### config.mk
export PLATFORM = sky130hd
export DESIGN_NAME = hexapod_gait_phase_generator_unit
export DESIGN_NICKNAME = d
export VERILOG_FILES = /design/src/rtl/hgp_pkg.sv /design/src/rtl/hexapod_gait_phase_generator_unit.sv
export SDC_FILE = /design/constraint.sdc
export NUM_CORES = 2
export LEC_CHECK = 0
export BUFFER_PORTS_ARGS = -buffer_cell sky130_fd_sc_hd__buf_2
export CELL_PAD_IN_SITES_DETAIL_PLACEMENT = 1
export CELL_PAD_IN_SITES_GLOBAL_PLACEMENT = 2
export CORE_MARGIN = 5
export CORE_UTILIZATION = 45
export DETAILED_ROUTE_END_ITERATION = 6
export PLACE_DENSITY = 0.92
export SKIP_CTS_REPAIR_TIMING = 1
export SLEW_MARGIN = 40
export SYNTH_ARGS = -nofsm -noshare
export SYNTH_HDL_FRONTEND = slang
export SYNTH_SLANG_ARGS = --single-unit
### constraint.sdc
create_clock -name clk -period 16.4 [get_ports clk]
set_input_delay 0.82 -clock clk [delete_from_list [all_inputs] [get_ports clk]]
set_output_delay 0.82 -clock clk [all_outputs]
set_load 0.005 [all_outputs]
### src/rtl/hgp_pkg.sv
package hgp_pkg;

	// Phase resolution kept from the fractional product, in bits.
	localparam int PHASE_BITS = 16;

	// Field and state widths.
	localparam int FREQ_W    = 23;
	localparam int PAT_W     = 2;
	localparam int LEG_MSK_W = 6;
	localparam int DT_W      = 16;
	localparam int ELAPSED_W = 48;
	localparam int PHASE_W   = 32;
	localparam int OUT_W     = 16;
	localparam int NUM_LEGS  = 6;
	localparam int LEG_IDX_W = 3;
	localparam int CFG_IDX_W = 2;

	// Shared multiplier operand widths.
	localparam int MUL_A_W = 32;
	localparam int MUL_B_W = 23;
	localparam int MUL_P_W = MUL_A_W + MUL_B_W;

	// Register reset values and the frequency floor.
	localparam logic [FREQ_W-1:0]    FREQ_RESET = 23'd65536;
	localparam logic [FREQ_W-1:0]    FREQ_MIN   = 23'd655;
	localparam logic [LEG_MSK_W-1:0] MASK_RESET = 6'd21;

	// Reciprocal of five: floor(w / 5) == (w * RECIP5) >> RECIP_SHIFT for w below 2^19.
	localparam logic [MUL_B_W-1:0] RECIP5      = 23'd838861;
	localparam int                 RECIP_SHIFT = 22;

	// Clears the phase bits below the kept resolution.
	localparam logic [PHASE_W-1:0] PHASE_KEEP =
		~((32'd1 << (PHASE_W - PHASE_BITS)) - 32'd1);

	// Gait pattern codes; the unused code runs as tripod.
	localparam logic [PAT_W-1:0] PAT_TRIPOD = 2'd0;
	localparam logic [PAT_W-1:0] PAT_WAVE   = 2'd1;
	localparam logic [PAT_W-1:0] PAT_RIPPLE = 2'd2;

	// Configuration register indexes.
	localparam logic [CFG_IDX_W-1:0] REG_FREQ    = 2'd0;
	localparam logic [CFG_IDX_W-1:0] REG_PATTERN = 2'd1;
	localparam logic [CFG_IDX_W-1:0] REG_MASK    = 2'd2;

	// Ripple gait group of each leg: {0,5}, {1,4}, {2,3}.
	function automatic logic [LEG_IDX_W-1:0] ripple_group(input logic [LEG_IDX_W-1:0] leg);
		logic [LEG_IDX_W-1:0] g;
		unique case (leg)
			3'd0, 3'd5: g = 3'd0;
			3'd1, 3'd4: g = 3'd1;
			3'd2, 3'd3: g = 3'd2;
			default:    g = 3'd0;
		endcase
		return g;
	endfunction

endpackage

### src/rtl/hexapod_gait_phase_generator_unit.sv
// An accepted tick runs through the phase, scale, leg and store steps to the output
// register, one tick at a time. One shared 32x23 multiplier forms the phase, scales
// it by the leg count and, for the wave pattern, divides by five for each of the six
// legs in turn. A held result lets the next tick in; that tick then waits at its
// last step. Reset (arst_n low, asynchronous) clears elapsed time and the output
// valid and loads frequency 1.0 Hz, tripod pattern and tripod group A mask 21.
module hexapod_gait_phase_generator_unit (
	input  logic                                 clk,
	input  logic                                 arst_n,
	input  logic                                 cfg_we,
	input  logic [hgp_pkg::CFG_IDX_W-1:0]        cfg_index,
	input  logic [hgp_pkg::FREQ_W-1:0]           cfg_data,
	input  logic                                 in_valid,
	output logic                                 in_ready,
	input  logic [hgp_pkg::DT_W-1:0]             tick_dt,
	output logic                                 out_valid,
	input  logic                                 out_ready,
	output logic [hgp_pkg::OUT_W-1:0]            cycle_phase,
	output logic [hgp_pkg::LEG_MSK_W-1:0]        swing_mask,
	output logic [hgp_pkg::OUT_W-1:0]            leg0_fraction,
	output logic [hgp_pkg::OUT_W-1:0]            leg1_fraction,
	output logic [hgp_pkg::OUT_W-1:0]            leg2_fraction,
	output logic [hgp_pkg::OUT_W-1:0]            leg3_fraction,
	output logic [hgp_pkg::OUT_W-1:0]            leg4_fraction,
	output logic [hgp_pkg::OUT_W-1:0]            leg5_fraction
);

	typedef enum logic [2:0] {
		ST_IDLE,
		ST_PHASE,
		ST_SCALE,
		ST_LEG,
		ST_STORE
	} state_t;

	state_t state_q;

	// Configuration and accumulator.
	logic [hgp_pkg::FREQ_W-1:0]    freq_q;
	logic [hgp_pkg::PAT_W-1:0]     pattern_q;
	logic [hgp_pkg::LEG_MSK_W-1:0] mask_q;
	logic [hgp_pkg::ELAPSED_W-1:0] elapsed_q;

	// Working registers.
	logic [hgp_pkg::PHASE_W-1:0]   p_q;
	logic [hgp_pkg::LEG_IDX_W-1:0] k_q;
	logic [hgp_pkg::PHASE_W-1:0]   fr_q;
	logic [hgp_pkg::LEG_IDX_W-1:0] leg_q;
	logic [hgp_pkg::OUT_W-1:0]     frac_q [hgp_pkg::NUM_LEGS];
	logic [hgp_pkg::LEG_MSK_W-1:0] swing_q;

	// Output register.
	logic                          out_valid_q;
	logic [hgp_pkg::OUT_W-1:0]     phase_out_q;
	logic [hgp_pkg::LEG_MSK_W-1:0] swing_out_q;
	logic [hgp_pkg::OUT_W-1:0]     frac_out_q [hgp_pkg::NUM_LEGS];

	// Shared multiplier.
	logic [hgp_pkg::MUL_A_W-1:0] mul_a;
	logic [hgp_pkg::MUL_B_W-1:0] mul_b;
	logic [hgp_pkg::MUL_P_W-1:0] prod;

	// Leg helpers.
	logic                          is_wave;
	logic                          is_cyclic;
	logic [hgp_pkg::LEG_IDX_W-1:0] leg_count;
	logic [hgp_pkg::LEG_IDX_W-1:0] leg_off;
	logic [hgp_pkg::FREQ_W-1:0]    freq_eff;
	logic [3:0]                    rel_sum;
	logic [hgp_pkg::LEG_IDX_W-1:0] rel_phase;
	logic [hgp_pkg::LEG_IDX_W-1:0] rel_m1;
	logic [18:0]                   div_num;
	logic [hgp_pkg::OUT_W-1:0]     leg_frac;
	logic                          leg_swing;
	logic                          out_free;

	assign is_wave   = (pattern_q == hgp_pkg::PAT_WAVE);
	assign is_cyclic = is_wave || (pattern_q == hgp_pkg::PAT_RIPPLE);
	assign leg_count = is_wave ? 3'd6 : 3'd3;
	assign leg_off   = is_wave ? leg_q : hgp_pkg::ripple_group(leg_q);
	assign freq_eff  = (freq_q < hgp_pkg::FREQ_MIN) ? hgp_pkg::FREQ_MIN : freq_q;

	// Position of this leg's cycle relative to the integer part of n*p, modulo n.
	assign rel_sum   = {1'b0, k_q} + {1'b0, leg_count} - {1'b0, leg_off};
	assign rel_phase = (rel_sum >= {1'b0, leg_count}) ?
		3'(rel_sum - {1'b0, leg_count}) : rel_sum[2:0];
	assign rel_m1    = rel_phase - 3'd1;
	assign div_num   = {rel_m1, fr_q[31:16]};

	// Operand selection for the shared multiplier.
	always_comb begin
		unique case (state_q)
			ST_PHASE: begin
				mul_a = elapsed_q[hgp_pkg::MUL_A_W-1:0];
				mul_b = freq_eff;
			end
			ST_SCALE: begin
				mul_a = p_q;
				mul_b = {20'd0, leg_count};
			end
			ST_LEG: begin
				mul_a = {13'd0, div_num};
				mul_b = hgp_pkg::RECIP5;
			end
			default: begin
				mul_a = '0;
				mul_b = '0;
			end
		endcase
	end

	assign prod = {{hgp_pkg::MUL_B_W{1'b0}}, mul_a} * {{hgp_pkg::MUL_A_W{1'b0}}, mul_b};

	// Fraction and swing flag of the current leg.
	always_comb begin
		if (!is_cyclic) begin
			leg_frac  = p_q[30:15];
			leg_swing = p_q[31] ? mask_q[leg_q] : ~mask_q[leg_q];
		end else if (rel_phase == 3'd0) begin
			leg_frac  = fr_q[31:16];
			leg_swing = 1'b1;
		end else if (is_wave) begin
			leg_frac  = prod[hgp_pkg::RECIP_SHIFT +: hgp_pkg::OUT_W];
			leg_swing = 1'b0;
		end else begin
			leg_frac  = {rel_m1[0], fr_q[31:17]};
			leg_swing = 1'b0;
		end
	end

	assign out_free = !out_valid_q || out_ready;

	// Sequencer, configuration and output register.
	always_ff @(posedge clk or negedge arst_n) begin
		if (!arst_n) begin
			state_q     <= ST_IDLE;
			freq_q      <= hgp_pkg::FREQ_RESET;
			pattern_q   <= hgp_pkg::PAT_TRIPOD;
			mask_q      <= hgp_pkg::MASK_RESET;
			elapsed_q   <= '0;
			leg_q       <= '0;
			out_valid_q <= 1'b0;
		end else begin
			if (cfg_we) begin
				unique case (cfg_index)
					hgp_pkg::REG_FREQ:    freq_q    <= cfg_data;
					hgp_pkg::REG_PATTERN: pattern_q <= cfg_data[hgp_pkg::PAT_W-1:0];
					hgp_pkg::REG_MASK:    mask_q    <= cfg_data[hgp_pkg::LEG_MSK_W-1:0];
					default: ;
				endcase
			end

			// The store step reloads the valid itself when it hands over a result.
			if (out_valid_q && out_ready && state_q != ST_STORE) begin
				out_valid_q <= 1'b0;
			end

			unique case (state_q)
				ST_IDLE: begin
					if (in_valid) begin
						elapsed_q <= elapsed_q + {32'd0, tick_dt};
						state_q   <= ST_PHASE;
					end
				end
				ST_PHASE: begin
					p_q     <= prod[hgp_pkg::PHASE_W-1:0] & hgp_pkg::PHASE_KEEP;
					state_q <= ST_SCALE;
				end
				ST_SCALE: begin
					k_q     <= prod[34:32];
					fr_q    <= prod[hgp_pkg::PHASE_W-1:0];
					leg_q   <= '0;
					state_q <= ST_LEG;
				end
				ST_LEG: begin
					frac_q[leg_q]  <= leg_frac;
					swing_q[leg_q] <= leg_swing;
					if (leg_q == 3'(hgp_pkg::NUM_LEGS - 1)) begin
						state_q <= ST_STORE;
					end else begin
						leg_q <= leg_q + 3'd1;
					end
				end
				ST_STORE: begin
					// Hand the result over once the output register is free.
					if (out_free) begin
						out_valid_q <= 1'b1;
						phase_out_q <= p_q[31:16];
						swing_out_q <= swing_q;
						frac_out_q  <= frac_q;
						state_q     <= ST_IDLE;
					end
				end
				default: state_q <= ST_IDLE;
			endcase
		end
	end

	assign in_ready      = (state_q == ST_IDLE);
	assign out_valid     = out_valid_q;
	assign cycle_phase   = phase_out_q;
	assign swing_mask    = swing_out_q;
	assign leg0_fraction = frac_out_q[0];
	assign leg1_fraction = frac_out_q[1];
	assign leg2_fraction = frac_out_q[2];
	assign leg3_fraction = frac_out_q[3];
	assign leg4_fraction = frac_out_q[4];
	assign leg5_fraction = frac_out_q[5];

endmodule

==> reports/summary.log <==
[clocking] sink count of the clock tree 325
[worst_setup_path] Critical-path top delay cell nor4b_1
[yosys] share of synthesized area occupied by flip-flops and latches 30.9%
[yosys] cell area after technology mapping 30400 µm²
[routing] via/cell ratio 5.77
[global_route] antenna violations before repair 0
[worst_setup_path] CP startpoint kind flop
[final_layout] largest registers ranked by flip-flop count frac_q x96, elapsed_q x32, freq_q x23
[yosys] syn_area_per_cell 10.4 µm²
[yosys] cell count after synthesis 2923
[routing] Vias 22.8k
[sta] worst slew pin tran 0.886 ns
[place] area of placed instances 32400 µm²
[sta] setup_tns 0 ns
[place] Port Buffers 165
[clocking] CTS clk-pin slew, worst paths 0.07 ns
[sta] worst clock skew 0.0279 ns
[yosys] number of flops mapped to enable cells by yosys 255
[clocking] number of buffers inserted during clock tree synthesis 31
[clocking] TritonCTS clock tree built
[floorplanning] area of the die 72900 µm²
[final_layout] Area Growth Syn to Fin 10.1%
[routing] violation count after the first detailed-routing iteration 2012
[worst_setup_path] kind of end point of the critical path flop
[final_layout] Top reg by flops frac_q
[worst_setup_path] cell family with the largest share of critical-path delay adder cells
[global_route] wire length of the first global-routing pass 163000 µm
[routing] overall routed net length 108000 µm
[routing] number of iterations in the first detailed-routing pass 6
[job] max cap viols 0
[yosys] number of unique standard cell types used by synthesis 69
[clocking] Clk Latency, worst-skew pair 0.59 ns
[final_layout] final-stage net count 3730
[worst_setup_path] maximum fanout along the worst path 19
[worst_setup_path] most frequent cell on the critical path fa_1
[worst_setup_path] Required @ worst endpoint 16.78 ns
[sta] Max Slew Vio Count 0
[final_layout] non-filler instance count after layout 3953
[global_route] total overflow reported by the global router 0
[sta] worst slew slack as a fraction of its limit 40.7%
[sta] min Tclk post-route 12.35 ns
[sta] fin crit share 75.3%
[yosys] Syn Nets 3599
[status] status finished, final reports clean
[sta] unrepaired setup endpoints after global routing no
[worst_setup_path] critical path data arrival time 12.73 ns
[clocking] buffer cell driving the clock tree root clkbuf_16
[floorplanning] initial core utilization 45.3%
[floorplanning] Chip Height 270 µm
[routing] average routed wire per standard cell 27.4 µm
[final_layout] fraction of final layout cells with drive strength greater than 1 12.3%
[sta] final-report hold violation count 0
[final_layout] most frequent standard cell in the layout excluding fill and tap cells inv_1
[yosys] flop and latch count out of synthesis 325
[yosys] asr flop ratio synth 21.5%
[floorplanning] Top-Level Pins 166
[place] placed cells 3894
[min_path] class of the worst hold path in2async
[yosys] ys flop type edfxtp_1
[floorplanning] Floorplan Core Area 67200 µm²
[global_route] number of global-route vias before repair 25.4k
[clocking] clock tree buffer depth 3
[final_layout] post-route cell area 33500 µm²
[place] routability congestion estimate 0.956
[global_route] pin count of the biggest net entering global routing 61
[worst_setup_path] biggest cell delay along the critical path 0.60 ns
[sta] highest clock frequency the design can meet 0.0810 GHz
[worst_setup_path] classification of the worst setup path reg2reg
[yosys] Ys Warns 0
[sta] Final setup viols 0
[routing] number of design rule violations left after detail routing 0
[final_layout] most used cells in the layout excluding fill and tap cells inv_1 (540), nand2_1 (516), fa_1 (496)
[clocking] deepest level of the CTS H-tree 1
[worst_setup_path] CP Buf/Inv Count 7
[floorplanning] Horiz. Die Dim 270 µm
[place] hpwl dp 83800 µm
[routing] post-route antenna net violation count 0
[global_route] global-route total usage across every layer 29.6%
[final_layout] flip-flop count of the largest register, all copies and words added 96
[floorplanning] number of placement rows 95
==> cell usage after synthesis (14+ instances only) <==
master,n,area (µm²)
nor2_1,236,886
fa_1,496,9930
dfrtp_1,66,1650
and2_1,32,200
inv_1,540,2030
mux2_2,47,529
a21o_1,22,165
nand3_1,17,85.1
clkbuf_1,115,432
o21ai_0,58,290
nor3_1,19,95.1
a22oi_1,17,128
nand2_1,518,1940
edfxtp_1,255,7660
xnor2_1,56,490
a21oi_1,58,290
a22o_1,14,123
xor2_1,32,280
nand2b_1,15,93.8
nor3b_1,14,105
ha_1,134,1680
==> metal layers <==
| metal | track usage, % | up-vias | part of all wire (%) |
|---|---|---|---|
| met5 | 0 | - | 0 |
| met4 | 11.8 | 0 | 4.8 |
| met3 | 3.82 | 274 | 7.7 |
| met2 | 50.5 | 1169 | 49 |
| met1 | 38.6 | 12000 | 38 |
| li1 | - | 9321 | - |
==> area by class of cell <==
type,instances,area (µm²)
Clock inverter,20,270
Multi-Input combinational cell,1931,18600
Timing Repair Buffer,224,1280
Sequential cell,325,9420
Inverter,541,2030
Clock buffer,38,832
Tap cell,873,1090
Fill cell,7372,33600
Antenna cell,1,2.50
==> path summary, 6_finish.rpt <==
path                             from           endpoint  slack, ns  cells past startpoint
max                          leg_q[0]         frac_q[92]       4.05                     42
min                            arst_n       elapsed_q[5]       0.18                      1
max reg2reg                  leg_q[0]         frac_q[92]       4.05                     42
min reg2reg                frac_q[58]  leg2_fraction[10]       0.41                      0
max in group asynchronous      arst_n         state_q[1]      15.19                      2
min in group clk           frac_q[58]  leg2_fraction[10]       0.41                      0
==> worst register-to-register path, delay by kind of cell, from the launching register on <==
family / cells / cell delay, ns
multiplexers: 1 / 0.14
buffers and inverters: 7 / 0.84
XOR/XNOR: 2 / 0.42
adder cells (fa/ha/maj): 14 / 5.69
AND/OR/NAND/NOR: 6 / 1.34
AO/OA/AOI/OAI: 12 / 3.18
flip-flops: 1 / 0.58
==> cells by family (layout without fill, tap and decap cells) <==
kind of cell	after synthesis	after routing	synth area share, %
muxes	56	56	2.04
AOI/OAI and AO/OA	244	244	5.39
and+or+nand+nor	912	912	12.7
xor gates and xnor gates	89	89	2.59
buffers and inverters	667	823	8.26
adders and majority gates	630	630	38.1
DFF	325	325	30.9
other	0	1	0
==> through the flow <==
stage	hold WS [ns]	util, %	worst slack [ns]
global placement	0.401	48.2	4.83
CTS	0.191	49.9	4.21
detailed placement	0.406	48.3	4.40
finish	0.184	49.9	4.05
floorplan	0.400	-	5.54
global route	0.194	49.9	3.57
Power is left out: the tool's default activity adds up to more than one toggle a clock period on the data nets, which glitch-free logic cannot reach.
